$ cat config.mk
export PLATFORM = sky130hd
export DESIGN_NAME = bbfs_ctrl
export DESIGN_NICKNAME = d
export VERILOG_FILES = /design/src/sv/bbfs_pkg.sv /design/src/sv/bbfs_ctrl.sv
export VERILOG_INCLUDE_DIRS = /design/src /design/src/sv
export SDC_FILE = /design/constraint.sdc
export NUM_CORES = 1
export LEC_CHECK = 0
export BUFFER_PORTS_ARGS = -buffer_cell sky130_fd_sc_hd__clkbuf_2
export CAP_MARGIN = 10
export CORE_MARGIN = 3
export CORE_UTILIZATION = 42
export DETAILED_ROUTE_END_ITERATION = 8
export PLACE_DENSITY = 0.76
export SETUP_SLACK_MARGIN = 0.2
export SLEW_MARGIN = 20
export SYNTH_ARGS = -nofsm -noshare
export SYNTH_HDL_FRONTEND = slang
export SYNTH_SLANG_ARGS = --single-unit
$ cat constraint.sdc
create_clock -name clock -period 2 [get_ports clock]
set_input_delay 0 -clock clock [delete_from_list [all_inputs] [get_ports clock]]
set_output_delay 0 -clock clock [all_outputs]
set_load 0.005 [all_outputs]
$ cat src/sv/byte_bigram_frequency_scorer_defines.svh
// assertion macros for the byte bigram frequency scorer
// used by the controller; no other dependencies
`ifndef BYTE_BIGRAM_FREQUENCY_SCORER_DEFINES_SVH
`define BYTE_BIGRAM_FREQUENCY_SCORER_DEFINES_SVH

// antecedent implies consequent in the same cycle
`define BBFS_ASSERT_IMPLY(label, clk, rst, ante, cons, msg) \
   label: assert property (@(posedge clk) disable iff (rst) (ante) |-> (cons)) \
      else $error(msg);

// antecedent implies consequent in the next cycle
`define BBFS_ASSERT_NEXT(label, clk, rst, ante, cons, msg) \
   label: assert property (@(posedge clk) disable iff (rst) (ante) |=> (cons)) \
      else $error(msg);

`endif

$ cat src/sv/bbfs_pkg.sv
// shared types, constants and helpers of the byte bigram frequency scorer
// no dependencies
package bbfs_pkg;

   localparam int DEF_ALPHABET_SIZE = 256;
   localparam int DEF_COUNT_WIDTH   = 32;

   localparam int TOTAL_WIDTH = 48;
   localparam int FRAC_WIDTH  = 49;
   localparam int ROOT_WIDTH  = 50;
   localparam int DIV_STEPS   = 48;
   localparam int SQRT_STEPS  = 25;
   localparam int ITER_WIDTH  = 6;
   localparam int SCORE_WIDTH = 18;
   localparam int DIFF_WIDTH  = 27;

   typedef enum logic [1:0] {
      CMD_BEGIN        = 2'd0,
      CMD_COUNT        = 2'd1,
      CMD_QUERY_SINGLE = 2'd2,
      CMD_QUERY_PAIR   = 2'd3
   } command_type;

   typedef struct packed {
      command_type command;
      logic        corpus;
      logic [7:0]  byte_value;
      logic [7:0]  first_byte;
   } req_type;

   typedef struct packed {
      logic signed [SCORE_WIDTH-1:0] score;
      logic                          status;
   } rsp_type;

   typedef enum logic [2:0] {
      ST_CLEAR,
      ST_IDLE,
      ST_CNT_WR,
      ST_Q_RD,
      ST_DIV,
      ST_SQRT,
      ST_FIN
   } state_type;

   typedef struct packed {
      logic accept;
      logic clear;
      logic cnt_wr;
      logic q_load;
      logic div_step;
      logic sqrt_step;
      logic load_out;
   } ctl_type;

   typedef struct packed {
      logic clr_last;
   } sts_type;

   function automatic logic is_usable(input logic [7:0] b);
      return (b >= 8'h41 && b <= 8'h5A) || (b >= 8'h61 && b <= 8'h7A) ||
             b == 8'h20 || b >= 8'h80;
   endfunction

endpackage

$ cat src/sv/bbfs_ctrl.sv
// controller state machine of the byte bigram frequency scorer
// depends on bbfs_pkg and byte_bigram_frequency_scorer_defines.svh
`include "byte_bigram_frequency_scorer_defines.svh"
module bbfs_ctrl (
   input  logic              clock,
   input  logic              reset,
   input  logic              req_valid,
   input  bbfs_pkg::req_type req,
   output logic              req_stall,
   output logic              rsp_valid,
   input  logic              rsp_stall,
   input  bbfs_pkg::sts_type sts,
   output bbfs_pkg::ctl_type ctl
);
   import bbfs_pkg::*;

   state_type             state_ff, state_in;
   logic [ITER_WIDTH-1:0] iter_ff, iter_in;
   logic                  rsp_valid_ff, rsp_valid_in;

   always_ff @(posedge clock) begin
      if (reset) begin
         state_ff     <= ST_CLEAR;
         iter_ff      <= '0;
         rsp_valid_ff <= 1'b0;
      end else begin
         state_ff     <= state_in;
         iter_ff      <= iter_in;
         rsp_valid_ff <= rsp_valid_in;
      end
   end

   always_comb begin
      state_in     = state_ff;
      iter_in      = iter_ff;
      ctl          = '0;
      rsp_valid_in = rsp_valid_ff && rsp_stall;
      unique case (state_ff)
         ST_CLEAR: begin
            ctl.clear = 1'b1;
            if (sts.clr_last) state_in = ST_IDLE;
         end
         ST_IDLE: begin
            if (req_valid) begin
               ctl.accept = 1'b1;
               unique case (req.command)
                  CMD_BEGIN:        state_in = ST_IDLE;
                  CMD_COUNT:        state_in = ST_CNT_WR;
                  CMD_QUERY_SINGLE,
                  CMD_QUERY_PAIR:   state_in = ST_Q_RD;
                  default:          state_in = ST_IDLE;
               endcase
            end
         end
         ST_CNT_WR: begin
            ctl.cnt_wr = 1'b1;
            state_in   = ST_IDLE;
         end
         ST_Q_RD: begin
            ctl.q_load = 1'b1;
            iter_in    = '0;
            state_in   = ST_DIV;
         end
         ST_DIV: begin
            ctl.div_step = 1'b1;
            iter_in      = iter_ff + 1'b1;
            if (iter_ff == ITER_WIDTH'(DIV_STEPS - 1)) begin
               iter_in  = '0;
               state_in = ST_SQRT;
            end
         end
         ST_SQRT: begin
            ctl.sqrt_step = 1'b1;
            iter_in       = iter_ff + 1'b1;
            if (iter_ff == ITER_WIDTH'(SQRT_STEPS - 1)) begin
               iter_in  = '0;
               state_in = ST_FIN;
            end
         end
         ST_FIN: begin
            // wait until the output register is free
            if (!rsp_valid_ff || !rsp_stall) begin
               ctl.load_out = 1'b1;
               rsp_valid_in = 1'b1;
               state_in     = ST_IDLE;
            end
         end
         default: state_in = ST_IDLE;
      endcase
   end

   assign req_stall = (state_ff != ST_IDLE);
   assign rsp_valid = rsp_valid_ff;

   `BBFS_ASSERT_IMPLY(a_load_free, clock, reset, ctl.load_out,
      !rsp_valid_ff || !rsp_stall, "result loaded over a waiting word")
   `BBFS_ASSERT_NEXT(a_count_write, clock, reset,
      state_ff == ST_IDLE && req_valid && req.command == CMD_COUNT,
      state_ff == ST_CNT_WR, "count word not followed by write-back")
   `BBFS_ASSERT_IMPLY(a_div_bound, clock, reset, state_ff == ST_DIV,
      iter_ff < ITER_WIDTH'(DIV_STEPS), "divide step count out of range")
   `BBFS_ASSERT_IMPLY(a_sqrt_bound, clock, reset, state_ff == ST_SQRT,
      iter_ff < ITER_WIDTH'(SQRT_STEPS), "root step count out of range")

endmodule

==> summary.md <==
| Metric | Value |
|---|---|
| Syn Nets | `105` |
| Antenna-violating nets left | `0` |
| PwrDens | `557 nW/µm²` |
| Cell accounting for the most synthesized area | `dfxtp_1` |
| Area grow syn2layout | `20.2%` |
| Setup TNS Final | `0 ns` |
| H-tree Lvls | `1` |
| Post-synth cell types | `33` |
| Die area | `1970 µm²` |
| Crit Path Class | `reg2reg` |
| Initial antenna violation count | `0` |
| Final hold vios | `0` |
| Startpoint types | `flip-flop` |
| Setup violators final | `0` |
| Logic pwr share | `15.9%` |
| Worst r2r src | `iter_ff[0]` |
| Setup crit start | `iter_ff[0]` |
| Synth Warn # | `0` |
| Minimum clock period | `about 1.7 ns` |
| Final Cell Area | `roughly 740 µm²` |
| Min-Delay Startpoint | `reset` |
| Internal power | `303 µW` |
| Initial DRC Count | `14` |
| Max_cap viols | `0` |
| Async SR Flop Fraction | `0%` |
| Top-count cell post-synth | `dfxtp_1` |
| TritonCTS clock tree | `done` |
| Synth top cells by count | `10 x dfxtp_1, 9 x nor2_1, 7 x a21oi_1, 7 x nand2_1, 5 x nand3_1` |
| Longest Clk Path Bufs | `2` |
| First-pass GRT wire length | `2.37 mm` |
| Total Wirelength | `1.42 mm` |
| Post-CTS Resized | `0` |
| Via density | `5.75` |
| Data required, critical path | `2.18 ns` |
| Hold crit path type | `in2reg` |
| Die H | `44.4 µm` |
| Clock sink total | `10` |
| Unrepaired setup endpoints after global routing | `false` |
| Flop pwr share | `50.7%` |
| Synthesized area | `619 µm²` |
| Yosys top cell area share | `between 30% and 40%` |
| Worst-Margin Slew | `0.334 ns` |
| Die width | `about 44 µm` |
| Clk_skew | `roughly 0.0057 ns` |
| GPL Wtd Cong | `0.858` |
| Largest net degree at the start of global routing | `11` |
| Share of cells above drive strength 1 | `28.9%` |
| Register area share after synthesis | `32.3%` |
| Fill cell count | `137` |
| Row cnt | `13` |
| Dpl cell area | `around 710 µm²` |
| Final period util | `between 80% and 90%` |
| ANT cells | `0` |
| Gr ovfl total | `0` |
| Gate Count Post-Synth | `between 70 and 80` |
| Peak Freq | `579 MHz` |
| Seq. cell area | `200 µm²` |
| Synth top area cells | `dfxtp_1 32%, a21oi_1 5.7%, nor2_1 5.5%` |
| Avg Inst Size Synth | `7.84 µm²` |
| Synth Flop Type | `dfxtp_1` |
| Initial Util | `45.9%` |
| DR vias | `644` |
| Register bit count reported by yosys | `10` |
| Detailed-route DRC error count | `0` |
| Global-route usage over all layers | `16.5%` |
| Vias in the first global route | `562` |
| First-pass DRT Iterations | `4` |
| Final Slew Violations | `0` |
| Clock group share of total power | `around a third` |
| Peak supply drop | `373 µV` |
| Dpl hpwl | `roughly 1.1 mm` |
| Pleak | `0.300 nW` |
| Rel. slew slack | `77.6%` |
| IO Pins | `33` |
| Clock Latency Late Sink | `approximately 0.27 ns` |
| Worst-path maximum fanout | `6` |
| Switching power | `112 µW` |
| Critical path capture point type | `flip-flop` |
| Port bufs | `15` |
| EDFF count, synth | `0` |
| WL/cell | `12.7 µm` |
| Status | `finished clean` |
| NumNets Final | `125` |
| Worst-path clk slew | `0.07 ns` |
| Critical Path AT | `roughly 1.9 ns` |
| Multi-input logic area | `395 µm²` |
| CTS root buf | `clkbuf_4` |
| Core area | `1350 µm²` |
| Switching Share | `a little over a quarter` |
| Num CTS Buffers | `3` |
## area by class of cell
| type | count | share of cell area, % |
|---|---|---|
| clock buffers | 3 | 3.03 |
| inverters | 4 | 2.02 |
| multi-input cells | 63 | 53.1 |
| flip-flops and latches | 10 | 26.9 |
| well taps | 15 | 2.52 |
| repair buffers | 17 | 12.4 |
## layer usage
layer,vias up,track usage (%),wire length [µm]
met5,-,0,0
met4,0,7.23,21
met3,2,3.66,78
met2,26,28.2,693
met1,292,19.7,630
li1,324,-,-
## path summary, 6_finish.rpt
kind | endpoint | slack (ns) | cells after the start
worst min register to register | rsp_valid | 0.52 | 2
worst max-delay path | iter_ff[3] | 0.27 | 7
worst max register to register | iter_ff[3] | 0.27 | 7
worst min-delay path | rsp_valid | 0.05 | 2
## worst max-delay path: stages, from the launching register on
cell,delay [ns]
dfxtp_1,0.35
inv_1,0.08
ha_1,0.20
nor3b_2,0.16
and4_1,0.23
and2b_4,0.30
nand2_2,0.06
a221oi_2,0.25
## power by group through the flow
stage	clock, mW	sequential (mW)	combinational, mW
floorplan	0	0.212	0.0416
detailed placement	0	0.215	0.0649
global placement	0	0.214	0.0630
global route	0.154	0.211	0.0754
CTS	0.145	0.210	0.0667
finish	0.139	0.210	0.0659
## flip-flops by register name, summed over array words and instances, names as in the netlist
name	cells
iter_ff	6
state_ff	3
rsp_valid	1
## repair_timing
action,in CTS,in global routing
hold buffers,1,0
buffers inserted,0,0
hold endpoints to repair,1,0
## cells by family after synthesis
family                   Yosys count  share of synthesized area (%)
multiplexers                       1                           1.62
flip-flops                        10                           32.3
XOR/XNOR                           1                           1.41
buffers and inverters              6                           3.84
adder cells (fa/ha/maj)            2                           4.04
AO/OA/AOI/OAI                     17                           17.8
AND/OR/NAND/NOR                   42                           39.0
## cell usage in the layout (no fill, tap or decap), types with 2 or more instances in the layout
cell / synthesis / final
clkbuf_2: 0 / 15
dfxtp_1: 10 / 10
nor2_1: 9 / 9
nand2_1: 7 / 7
a21oi_1: 7 / 7
nand3_1: 5 / 5
inv_1: 4 / 4
nor3_1: 4 / 4
nand3b_1: 3 / 3
clkbuf_4: 0 / 3
and3_1: 2 / 2
a31oi_1: 2 / 2
o21ai_0: 2 / 2
a221oi_1: 2 / 2
ha_1: 2 / 2
## per-stage QoR
step / worst slack [ns] / instances / total power, mW / utilization, % / hold WS (ns)
4_1_cts: 0.275 / 112 / 0.421 / 55.1 / 0.0439
5_1_grt: 0.212 / 112 / 0.440 / 55.1 / 0.0681
3_3_place_gp: 0.380 / 108 / 0.277 / 52.7 / 0.239
3_5_place_dp: 0.304 / 108 / 0.280 / 52.7 / 0.245
2_1_floorplan: 0.458 / 79 / 0.253 / - / 0.0513
6_report: 0.271 / 112 / 0.415 / 55.1 / 0.0460
No activity file was read; power rests on OpenSTA's default activity.
